### config.mk
export PLATFORM = sky130hd
export DESIGN_NAME = capture_stream_unpacker_flat
export DESIGN_NICKNAME = d
export VERILOG_FILES = /design/src/rtl/csu_pkg.sv /design/src/rtl/csu_req_if.sv /design/src/rtl/csu_rsp_if.sv /design/src/rtl/capture_stream_unpacker.sv /design/src/flat_wrapper.sv
export SDC_FILE = /design/constraint.sdc
export NUM_CORES = 1
export LEC_CHECK = 0
export BUFFER_PORTS_ARGS = -buffer_cell sky130_fd_sc_hd__buf_2
export CORE_UTILIZATION = 50
export CTS_CLUSTER_DIAMETER = 40
export DETAILED_ROUTE_END_ITERATION = 7
export GPL_TIMING_DRIVEN = 1
export PLACE_DENSITY = 0.71
export SETUP_SLACK_MARGIN = 0.5
export SYNTH_ARGS = -nofsm -noshare
export SYNTH_HDL_FRONTEND = slang
export SYNTH_SLANG_ARGS = --single-unit
### constraint.sdc
create_clock -name clock -period 18.1 [get_ports clock]
set_input_delay 3.62 -clock clock [delete_from_list [all_inputs] [get_ports clock]]
set_output_delay 3.62 -clock clock [all_outputs]
set_load 0.05 [all_outputs]
### src/rtl/csu_pkg.sv
`timescale 1ns / 1ps
`default_nettype none
package csu_pkg;

   localparam int PIN_COUNT    = 16;
   localparam int BYTE_W       = 8;
   localparam int PAYLOAD_BITS = 7;
   localparam int MAX_WORDS    = 7;
   localparam int ACC_W        = 22;
   localparam int CNT_W        = 5;
   localparam int RANK_W       = 4;
   localparam int WORDS_W      = 3;
   localparam int KIND_W       = 3;
   localparam int SAMPLE_W     = 16;

   localparam logic [SAMPLE_W-1:0] PIN_MASK = SAMPLE_W'((17'd1 << PIN_COUNT) - 17'd1);

   localparam logic [1:0] PHASE_DATA = 2'd0;
   localparam logic [1:0] PHASE_ZERO = 2'd1;
   localparam logic [1:0] PHASE_END  = 2'd2;

   localparam logic [BYTE_W-1:0] TOKEN_RESTART = 8'h00;
   localparam logic [BYTE_W-1:0] TOKEN_END     = 8'h01;

   typedef enum logic [KIND_W-1:0] {
      KIND_SAMPLE   = 3'd0,
      KIND_DONE     = 3'd1,
      KIND_PROBE    = 3'd2,
      KIND_ENCODE   = 3'd3,
      KIND_BOUNDARY = 3'd4,
      KIND_RESTART  = 3'd5
   } kind_type;

endpackage
`default_nettype wire

### src/rtl/csu_req_if.sv
`timescale 1ns / 1ps
`default_nettype none
interface csu_req_if import csu_pkg::*; ();
   logic              valid;
   logic              ready;
   logic [BYTE_W-1:0] byte_in;

   modport source (output valid, output byte_in, input ready);
   modport sink   (input valid, input byte_in, output ready);
endinterface
`default_nettype wire

### src/rtl/csu_rsp_if.sv
`timescale 1ns / 1ps
`default_nettype none
interface csu_rsp_if import csu_pkg::*; ();
   logic                valid;
   logic                ready;
   logic [KIND_W-1:0]   kind;
   logic [SAMPLE_W-1:0] sample;
   logic [BYTE_W-1:0]   probe_code;
   logic                last;

   modport source (output valid, output kind, output sample, output probe_code,
                   output last, input ready);
   modport sink   (input valid, input kind, input sample, input probe_code,
                   input last, output ready);
endinterface
`default_nettype wire

### src/rtl/capture_stream_unpacker.sv
// A byte is decoded the cycle after it is accepted; the decode state then passes it to the emit
// state (samples) or the final state (status word), which load the output register, later on stalls.
// A clean end passes through the emit state before its final status word; a committing data
// byte may yield no samples. A byte that is held or opens a token returns straight to idle.
// Ready is low while the sequencer works on a byte; the output register lets it run ahead.
// Reset (synchronous, active high) clears the stream state, the mask and the output valid.
`timescale 1ns / 1ps
`default_nettype none
module capture_stream_unpacker import csu_pkg::*; (
   input  wire              clock,
   input  wire              reset,
   csu_req_if.sink          req_if,
   csu_rsp_if.source        rsp_if,
   input  wire              csr_we,
   input  wire [SAMPLE_W-1:0] csr_wdata
);

   typedef enum logic [3:0] {
      S_IDLE   = 4'b0001,
      S_DECODE = 4'b0010,
      S_EMIT   = 4'b0100,
      S_FINAL  = 4'b1000
   } state_type;

   state_type            state_ff, state_in;
   logic [SAMPLE_W-1:0]  mask_ff, mask_in;
   logic [BYTE_W-1:0]    byte_ff, byte_in;
   logic [1:0]           phase_ff, phase_in;
   logic [PAYLOAD_BITS-1:0] held_ff [2];
   logic [PAYLOAD_BITS-1:0] held_in [2];
   logic [1:0]           hc_ff, hc_in;
   logic [ACC_W-1:0]     acc_ff, acc_in;
   logic [CNT_W-1:0]     cnt_ff, cnt_in;
   logic [WORDS_W-1:0]   words_ff, words_in;
   logic                 final_ff, final_in;
   kind_type             pend_kind_ff, pend_kind_in;
   logic [BYTE_W-1:0]    pend_code_ff, pend_code_in;

   logic                 rsp_valid_ff, rsp_valid_in;
   kind_type             rsp_kind_ff, rsp_kind_in;
   logic [SAMPLE_W-1:0]  rsp_sample_ff, rsp_sample_in;
   logic [BYTE_W-1:0]    rsp_code_ff, rsp_code_in;
   logic                 rsp_last_ff, rsp_last_in;

   logic [SAMPLE_W-1:0]  pin_mask;
   logic [CNT_W-1:0]     nb;
   logic [RANK_W-1:0]    rank [PIN_COUNT];
   logic [SAMPLE_W-1:0]  sample_word;
   logic                 out_free;
   logic                 have_word;
   logic                 more;
   logic [CNT_W-1:0]     cnt_left;
   logic [PAYLOAD_BITS-1:0] pad;
   logic                 commit_en;
   logic [PAYLOAD_BITS-1:0] commit_src;
   logic [2:0]           commit_n;
   logic [BYTE_W-1:0]    commit_lowmask;
   logic [ACC_W-1:0]     commit_bits;
   logic                 clear_en;

   assign pin_mask = mask_ff & PIN_MASK;
   assign nb       = CNT_W'($countones(pin_mask));
   assign out_free = !rsp_valid_ff || rsp_if.ready;

   // rank of each pin among the selected pins picks its bit of the word
   always_comb begin
      for (int p = 0; p < PIN_COUNT; p++) begin
         rank[p] = RANK_W'($countones(pin_mask & SAMPLE_W'((17'd1 << p) - 17'd1)));
      end
      sample_word = '0;
      for (int p = 0; p < PIN_COUNT; p++) begin
         sample_word[p] = pin_mask[p] & acc_ff[{1'b0, rank[p]}];
      end
   end

   assign have_word = (nb != '0) && (words_ff != WORDS_W'(MAX_WORDS)) && (cnt_ff >= nb);
   assign cnt_left  = cnt_ff - nb;
   assign more      = (words_ff + WORDS_W'(1) != WORDS_W'(MAX_WORDS)) && (cnt_left >= nb);
   assign pad       = (hc_ff == 2'd2) ? held_ff[1] : held_ff[0];

   assign commit_lowmask = (BYTE_W'(1) << commit_n) - BYTE_W'(1);
   assign commit_bits    = ACC_W'(commit_src & commit_lowmask[PAYLOAD_BITS-1:0]) << cnt_ff;

   always_comb begin
      state_in      = state_ff;
      mask_in       = mask_ff;
      byte_in       = byte_ff;
      phase_in      = phase_ff;
      held_in       = held_ff;
      hc_in         = hc_ff;
      acc_in        = acc_ff;
      cnt_in        = cnt_ff;
      words_in      = words_ff;
      final_in      = final_ff;
      pend_kind_in  = pend_kind_ff;
      pend_code_in  = pend_code_ff;
      rsp_valid_in  = rsp_valid_ff && !rsp_if.ready;
      rsp_kind_in   = rsp_kind_ff;
      rsp_sample_in = rsp_sample_ff;
      rsp_code_in   = rsp_code_ff;
      rsp_last_in   = rsp_last_ff;
      commit_en     = 1'b0;
      commit_src    = held_ff[0];
      commit_n      = 3'(PAYLOAD_BITS);
      clear_en      = 1'b0;

      if (csr_we) begin
         mask_in = csr_wdata;
      end

      case (state_ff)
         S_IDLE: begin
            if (req_if.valid) begin
               byte_in  = req_if.byte_in;
               state_in = S_DECODE;
            end
         end
         S_DECODE: begin
            words_in     = '0;
            pend_code_in = '0;
            case (phase_ff)
               PHASE_END: begin
                  if (byte_ff != '0) begin
                     pend_kind_in = KIND_PROBE;
                     pend_code_in = byte_ff;
                     clear_en     = 1'b1;
                     state_in     = S_FINAL;
                  end else if (nb == '0 || hc_ff == 2'd0 ||
                               pad > PAYLOAD_BITS'(PAYLOAD_BITS) ||
                               (hc_ff == 2'd1 && pad != '0)) begin
                     pend_kind_in = KIND_BOUNDARY;
                     clear_en     = 1'b1;
                     state_in     = S_FINAL;
                  end else begin
                     // trailer pad trims the byte before it
                     commit_en = (hc_ff == 2'd2);
                     commit_n  = 3'(PAYLOAD_BITS) - pad[2:0];
                     final_in  = 1'b1;
                     state_in  = S_EMIT;
                  end
               end
               PHASE_ZERO: begin
                  if (byte_ff == TOKEN_RESTART) begin
                     pend_kind_in = KIND_RESTART;
                     clear_en     = 1'b1;
                     state_in     = S_FINAL;
                  end else if (byte_ff == TOKEN_END) begin
                     phase_in = PHASE_END;
                     state_in = S_IDLE;
                  end else begin
                     pend_kind_in = KIND_ENCODE;
                     clear_en     = 1'b1;
                     state_in     = S_FINAL;
                  end
               end
               default: begin
                  if (byte_ff == '0) begin
                     phase_in = PHASE_ZERO;
                     state_in = S_IDLE;
                  end else if (!byte_ff[BYTE_W-1]) begin
                     pend_kind_in = KIND_ENCODE;
                     clear_en     = 1'b1;
                     state_in     = S_FINAL;
                  end else if (hc_ff == 2'd2) begin
                     // commit the older held byte, keep the last two back
                     commit_en  = 1'b1;
                     held_in[0] = held_ff[1];
                     held_in[1] = byte_ff[PAYLOAD_BITS-1:0];
                     final_in   = 1'b0;
                     state_in   = S_EMIT;
                  end else begin
                     held_in[hc_ff[0]] = byte_ff[PAYLOAD_BITS-1:0];
                     hc_in             = hc_ff + 2'd1;
                     state_in          = S_IDLE;
                  end
               end
            endcase
         end
         S_EMIT: begin
            if (have_word) begin
               if (out_free) begin
                  rsp_valid_in  = 1'b1;
                  rsp_kind_in   = KIND_SAMPLE;
                  rsp_sample_in = sample_word;
                  rsp_code_in   = '0;
                  rsp_last_in   = !final_ff && !more;
                  acc_in        = acc_ff >> nb;
                  cnt_in        = cnt_left;
                  words_in      = words_ff + WORDS_W'(1);
               end
            end else if (final_ff) begin
               pend_kind_in = (cnt_ff != '0) ? KIND_BOUNDARY : KIND_DONE;
               pend_code_in = '0;
               clear_en     = 1'b1;
               state_in     = S_FINAL;
            end else begin
               state_in = S_IDLE;
            end
         end
         S_FINAL: begin
            if (out_free) begin
               rsp_valid_in  = 1'b1;
               rsp_kind_in   = pend_kind_ff;
               rsp_sample_in = '0;
               rsp_code_in   = pend_code_ff;
               rsp_last_in   = 1'b1;
               state_in      = S_IDLE;
            end
         end
         default: begin
            state_in = S_IDLE;
         end
      endcase

      // committed bits are dropped while the mask is zero
      if (commit_en && nb != '0) begin
         acc_in = acc_ff | commit_bits;
         cnt_in = cnt_ff + CNT_W'(commit_n);
      end

      if (clear_en) begin
         phase_in = PHASE_DATA;
         hc_in    = '0;
         acc_in   = '0;
         cnt_in   = '0;
      end
   end

   assign req_if.ready      = (state_ff == S_IDLE);
   assign rsp_if.valid      = rsp_valid_ff;
   assign rsp_if.kind       = rsp_kind_ff;
   assign rsp_if.sample     = rsp_sample_ff;
   assign rsp_if.probe_code = rsp_code_ff;
   assign rsp_if.last       = rsp_last_ff;

   always_ff @(posedge clock) begin
      if (reset) begin
         state_ff     <= S_IDLE;
         mask_ff      <= '0;
         phase_ff     <= PHASE_DATA;
         hc_ff        <= '0;
         acc_ff       <= '0;
         cnt_ff       <= '0;
         words_ff     <= '0;
         final_ff     <= 1'b0;
         rsp_valid_ff <= 1'b0;
      end else begin
         state_ff     <= state_in;
         mask_ff      <= mask_in;
         phase_ff     <= phase_in;
         hc_ff        <= hc_in;
         acc_ff       <= acc_in;
         cnt_ff       <= cnt_in;
         words_ff     <= words_in;
         final_ff     <= final_in;
         rsp_valid_ff <= rsp_valid_in;
      end
   end

   always_ff @(posedge clock) begin
      byte_ff       <= byte_in;
      held_ff       <= held_in;
      pend_kind_ff  <= pend_kind_in;
      pend_code_ff  <= pend_code_in;
      rsp_kind_ff   <= rsp_kind_in;
      rsp_sample_ff <= rsp_sample_in;
      rsp_code_ff   <= rsp_code_in;
      rsp_last_ff   <= rsp_last_in;
   end

endmodule
`default_nettype wire

### src/flat_wrapper.sv
// flat-port wrapper written by rule: the top's interface ports become plain ports
module capture_stream_unpacker_flat import csu_pkg::*;
  (clock, reset, csr_we, csr_wdata, req_if_valid, req_if_byte_in, req_if_ready, rsp_if_valid, rsp_if_kind, rsp_if_sample, rsp_if_probe_code, rsp_if_last, rsp_if_ready);
  csu_req_if req_if_i ();
  csu_rsp_if rsp_if_i ();
  input  wire clock;
  input  wire reset;
  input  wire csr_we;
  input  wire [SAMPLE_W-1:0] csr_wdata;
  input wire logic [$bits(req_if_i.valid)-1:0] req_if_valid;
  input wire logic [$bits(req_if_i.byte_in)-1:0] req_if_byte_in;
  output wire logic [$bits(req_if_i.ready)-1:0] req_if_ready;
  output wire logic [$bits(rsp_if_i.valid)-1:0] rsp_if_valid;
  output wire logic [$bits(rsp_if_i.kind)-1:0] rsp_if_kind;
  output wire logic [$bits(rsp_if_i.sample)-1:0] rsp_if_sample;
  output wire logic [$bits(rsp_if_i.probe_code)-1:0] rsp_if_probe_code;
  output wire logic [$bits(rsp_if_i.last)-1:0] rsp_if_last;
  input wire logic [$bits(rsp_if_i.ready)-1:0] rsp_if_ready;
  assign req_if_i.valid = req_if_valid;
  assign req_if_i.byte_in = req_if_byte_in;
  assign req_if_ready = req_if_i.ready;
  assign rsp_if_valid = rsp_if_i.valid;
  assign rsp_if_kind = rsp_if_i.kind;
  assign rsp_if_sample = rsp_if_i.sample;
  assign rsp_if_probe_code = rsp_if_i.probe_code;
  assign rsp_if_last = rsp_if_i.last;
  assign rsp_if_i.ready = rsp_if_ready;
  capture_stream_unpacker u_core (.clock(clock), .reset(reset), .req_if(req_if_i), .rsp_if(rsp_if_i), .csr_we(csr_we), .csr_wdata(csr_wdata));
endmodule
==> metrics <==
CP most frequent cell=ha_1; Fmax achieved=126 MHz; Reg2Reg Setup Slack=10.16 ns; core area=19500 um2; Syn Area/Cell=9.94 um2; synthesis-to-finish area growth=9.58%; launching point of the worst reg2reg path=u_core.mask_ff[0]; first-pass GRT wire length=40.6 mm; Overflow after GRT=0; Crit Reg-Reg Endpoint=u_core.acc_ff[17]; hold depth=2; final antenna-violating net count=0; dpl hpwl=17.9 mm; Setup Total Neg Slack=0 ns; Final #Nets=1121; clk sink count=117; Remaining DRCs=0; Worst VDD drop=0.0000714 V; Pre-antenna DRT Iters=6; RSZ-0062 raised after global routing=false; hold_buf cts=0; CTS max path bufs=2; Syn Inst Count=999; Slew headroom=0.272; worst skew pair latency=0.42 ns; max-cap check violation count=0; Leak=4.23 nW; Fin. Hold Viols=0; row count=51; Die Wd=143 um; Mapped Area=9930 um2; Tcrit/Tclk final=0.439; most common cell after layout, fill and taps aside=nor2_1; Clock Skew=0.0139 ns; Ys Warns=0; Num CTS Buffers=17; synthesis-stage register bit count=117; CP Capture Type=flip-flop; ANT cells=0; Crit Path Class=reg -> reg; PD cells=100 nW/um2; initial antenna violation count=0; drt total wl=25.7 mm; CTS tree=done; worst slew pin tran=1.08 ns; boundary pin count=59; crit path DAT=8.26 ns; CP Launch Type=flip-flop; initial DRC count=765; Setup violations, final=0; CP Cell Sequence=ha_1, inv_1, fa_1, inv_1, ha_1, fa_1, xnor2_1, clkinv_1, ha_1, ha_1, inv_1, fa_1, xnor2_1, inv_1, ha_1, nand2_1, o21ai_0, a31oi_1, a21oi_1, nand2b_1, a221oi_1; share of cells above drive strength 1=0.190; H-tree levels=4; most frequent cells in the layout=nor2_1, edfxtp_1, mux4_2, buf_2, dfxtp_1; r2r worst-path depth=21; DIE HEIGHT=143 um; Routed wire per std cell=19.9 um; Syn Nets=1109; dominant synthesized flop cell=edfxtp_1; Endpoint, Worst Hold=u_core.mask_ff[3]; post-cts gate resize count=0; worst path required time=18.42 ns; crit-path max cell delay=0.75 ns; async set-reset flop share out of synthesis=0; final hold slack=0.498 ns; root buffer cell=clkbuf_16; postcts setup bufs=0; number of enable flip-flop cells after synthesis=61; Via density=6.34; largest net degree at the start of global routing=39; Total GRT Usage=0.260; Slowest-stage cell, CP=xnor2_1; # port buffers=58; CP Max Fanout=24; Synth cell types=67; hold crit path type=reg -> reg; Max Slew Vio Count=0; Initial Util=0.510; status=finished, final reports clean; vias in the first global route=7717; GP Congestion=0.887; die area=20400 um2; Vias=8173; Reg clk slew, reported paths=0.07 ns; origin of the worst min-delay path=u_core.mask_ff[3]; post-route minimum period=7.94 ns; post-synthesis sequential area ratio=0.297
[registers in the layout, indices dropped and copies added, names as in the netlist]
signal / cells
u_core.acc_ff: 22
u_core.byte_ff: 8
u_core.cnt_ff: 5
u_core.commit_src: 7
u_core.final_ff: 1
u_core.hc_ff: 2
u_core.held_ff: 7
u_core.mask_ff: 16
u_core.pend_code_ff: 8
u_core.pend_kind_ff: 3
u_core.phase_ff: 2
u_core.rsp_if.kind: 3
u_core.rsp_if.last: 1
u_core.rsp_if.probe_code: 8
u_core.rsp_if.sample: 16
u_core.rsp_if.valid: 1
u_core.state_ff: 4
u_core.words_ff: 3
[area by class of cell]
type | instances | area, um2
tap | 265 | 332
fill | 1667 | 8580
sequential | 117 | 2950
clock buffer | 18 | 429
multi-input combinational | 751 | 6480
clock inverter | 14 | 115
inverter | 58 | 218
timing repair buffer | 66 | 350
[cell families after synthesis]
kind of cell               Yosys count  share of synthesized area
xor gates and xnor gates            23                     0.0203
buffers and inverters              131                     0.0507
and+or+nand+nor                    308                      0.159
DFF                                117                      0.297
adders and majority gates           81                      0.122
muxes                              128                      0.205
AOI/OAI and AO/OA                  211                      0.146
[power by group]
| part | internal [W] | leakage (nW) | switching (W) |
|---|---|---|---|
| combinational | 0.000204 | 2.94 | 0.000278 |
| clock | 0.000178 | 0.261 | 0.000137 |
| sequential | 0.000284 | 1.04 | 0.00000650 |
| total | 0.000666 | 4.23 | 0.000422 |
[layer usage]
metal	share of wire	routed length, um	GRT usage
met5	0	0	0
met4	0.031	788	0.105
met3	0.072	1840	0.0510
met2	0.47	12000	0.416
met1	0.43	11000	0.344
[cell usage after synthesis, drive strengths merged, types with 9 or more instances]
cell / count / area, um2
a211oi: 26 / 195
a21o: 11 / 82.6
a21oi: 50 / 250
a31oi: 12 / 75.1
and2: 21 / 131
and3: 21 / 131
buf: 12 / 56.3
clkbuf: 61 / 229
dfxtp: 56 / 1120
edfxtp: 61 / 1830
fa: 26 / 521
ha: 55 / 688
inv: 56 / 210
mux2: 22 / 248
mux2i: 48 / 480
mux4: 58 / 1310
nand2: 55 / 206
nand2b: 11 / 68.8
nand3: 20 / 100
nor2: 98 / 368
nor2b: 17 / 106
nor3: 29 / 145
nor4: 9 / 77.6
nor4b: 9 / 93.8
o21ai: 31 / 159
xnor2: 22 / 193
[stage by stage]
step	cell area, um2	utilization	total power, W	std cells	setup slack [ns]
finish	10900	0.559	0.00109	1289	10.16
CTS	10900	0.559	0.00109	1289	10.23
floorplan	9930	-	0.000689	999	10.87
global route	10900	0.559	0.00115	1289	9.74
detailed placement	10300	0.531	0.000776	1257	10.29
global placement	10300	0.531	0.000768	1257	10.60
[how the worst max path moves through the flow]
stage | from | end | slack, ns | depth (start not counted)
finish | u_core.mask_ff[0] | u_core.acc_ff[17] | 10.16 | 21
global route | u_core.mask_ff[0] | u_core.acc_ff[17] | 9.74 | 21
CTS | u_core.mask_ff[0] | u_core.acc_ff[17] | 10.23 | 21
floorplan | u_core.mask_ff[0] | u_core.rsp_if.kind[0] | 10.87 | 21
detailed placement | u_core.mask_ff[0] | u_core.acc_ff[17] | 10.29 | 21
global placement | u_core.mask_ff[0] | u_core.acc_ff[17] | 10.60 | 21
[worst max-delay path: cells and delay by family (launching register included)]
kind | cells | cell delay (ns)
flip-flops | 1 | 0.37
buffers and inverters | 5 | 1.05
AND/OR/NAND/NOR | 2 | 0.65
XOR/XNOR | 2 | 1.13
adder cells (fa/ha/maj) | 8 | 3.33
AO/OA/AOI/OAI | 4 | 1.27
(Power assumes the default switching activity.)
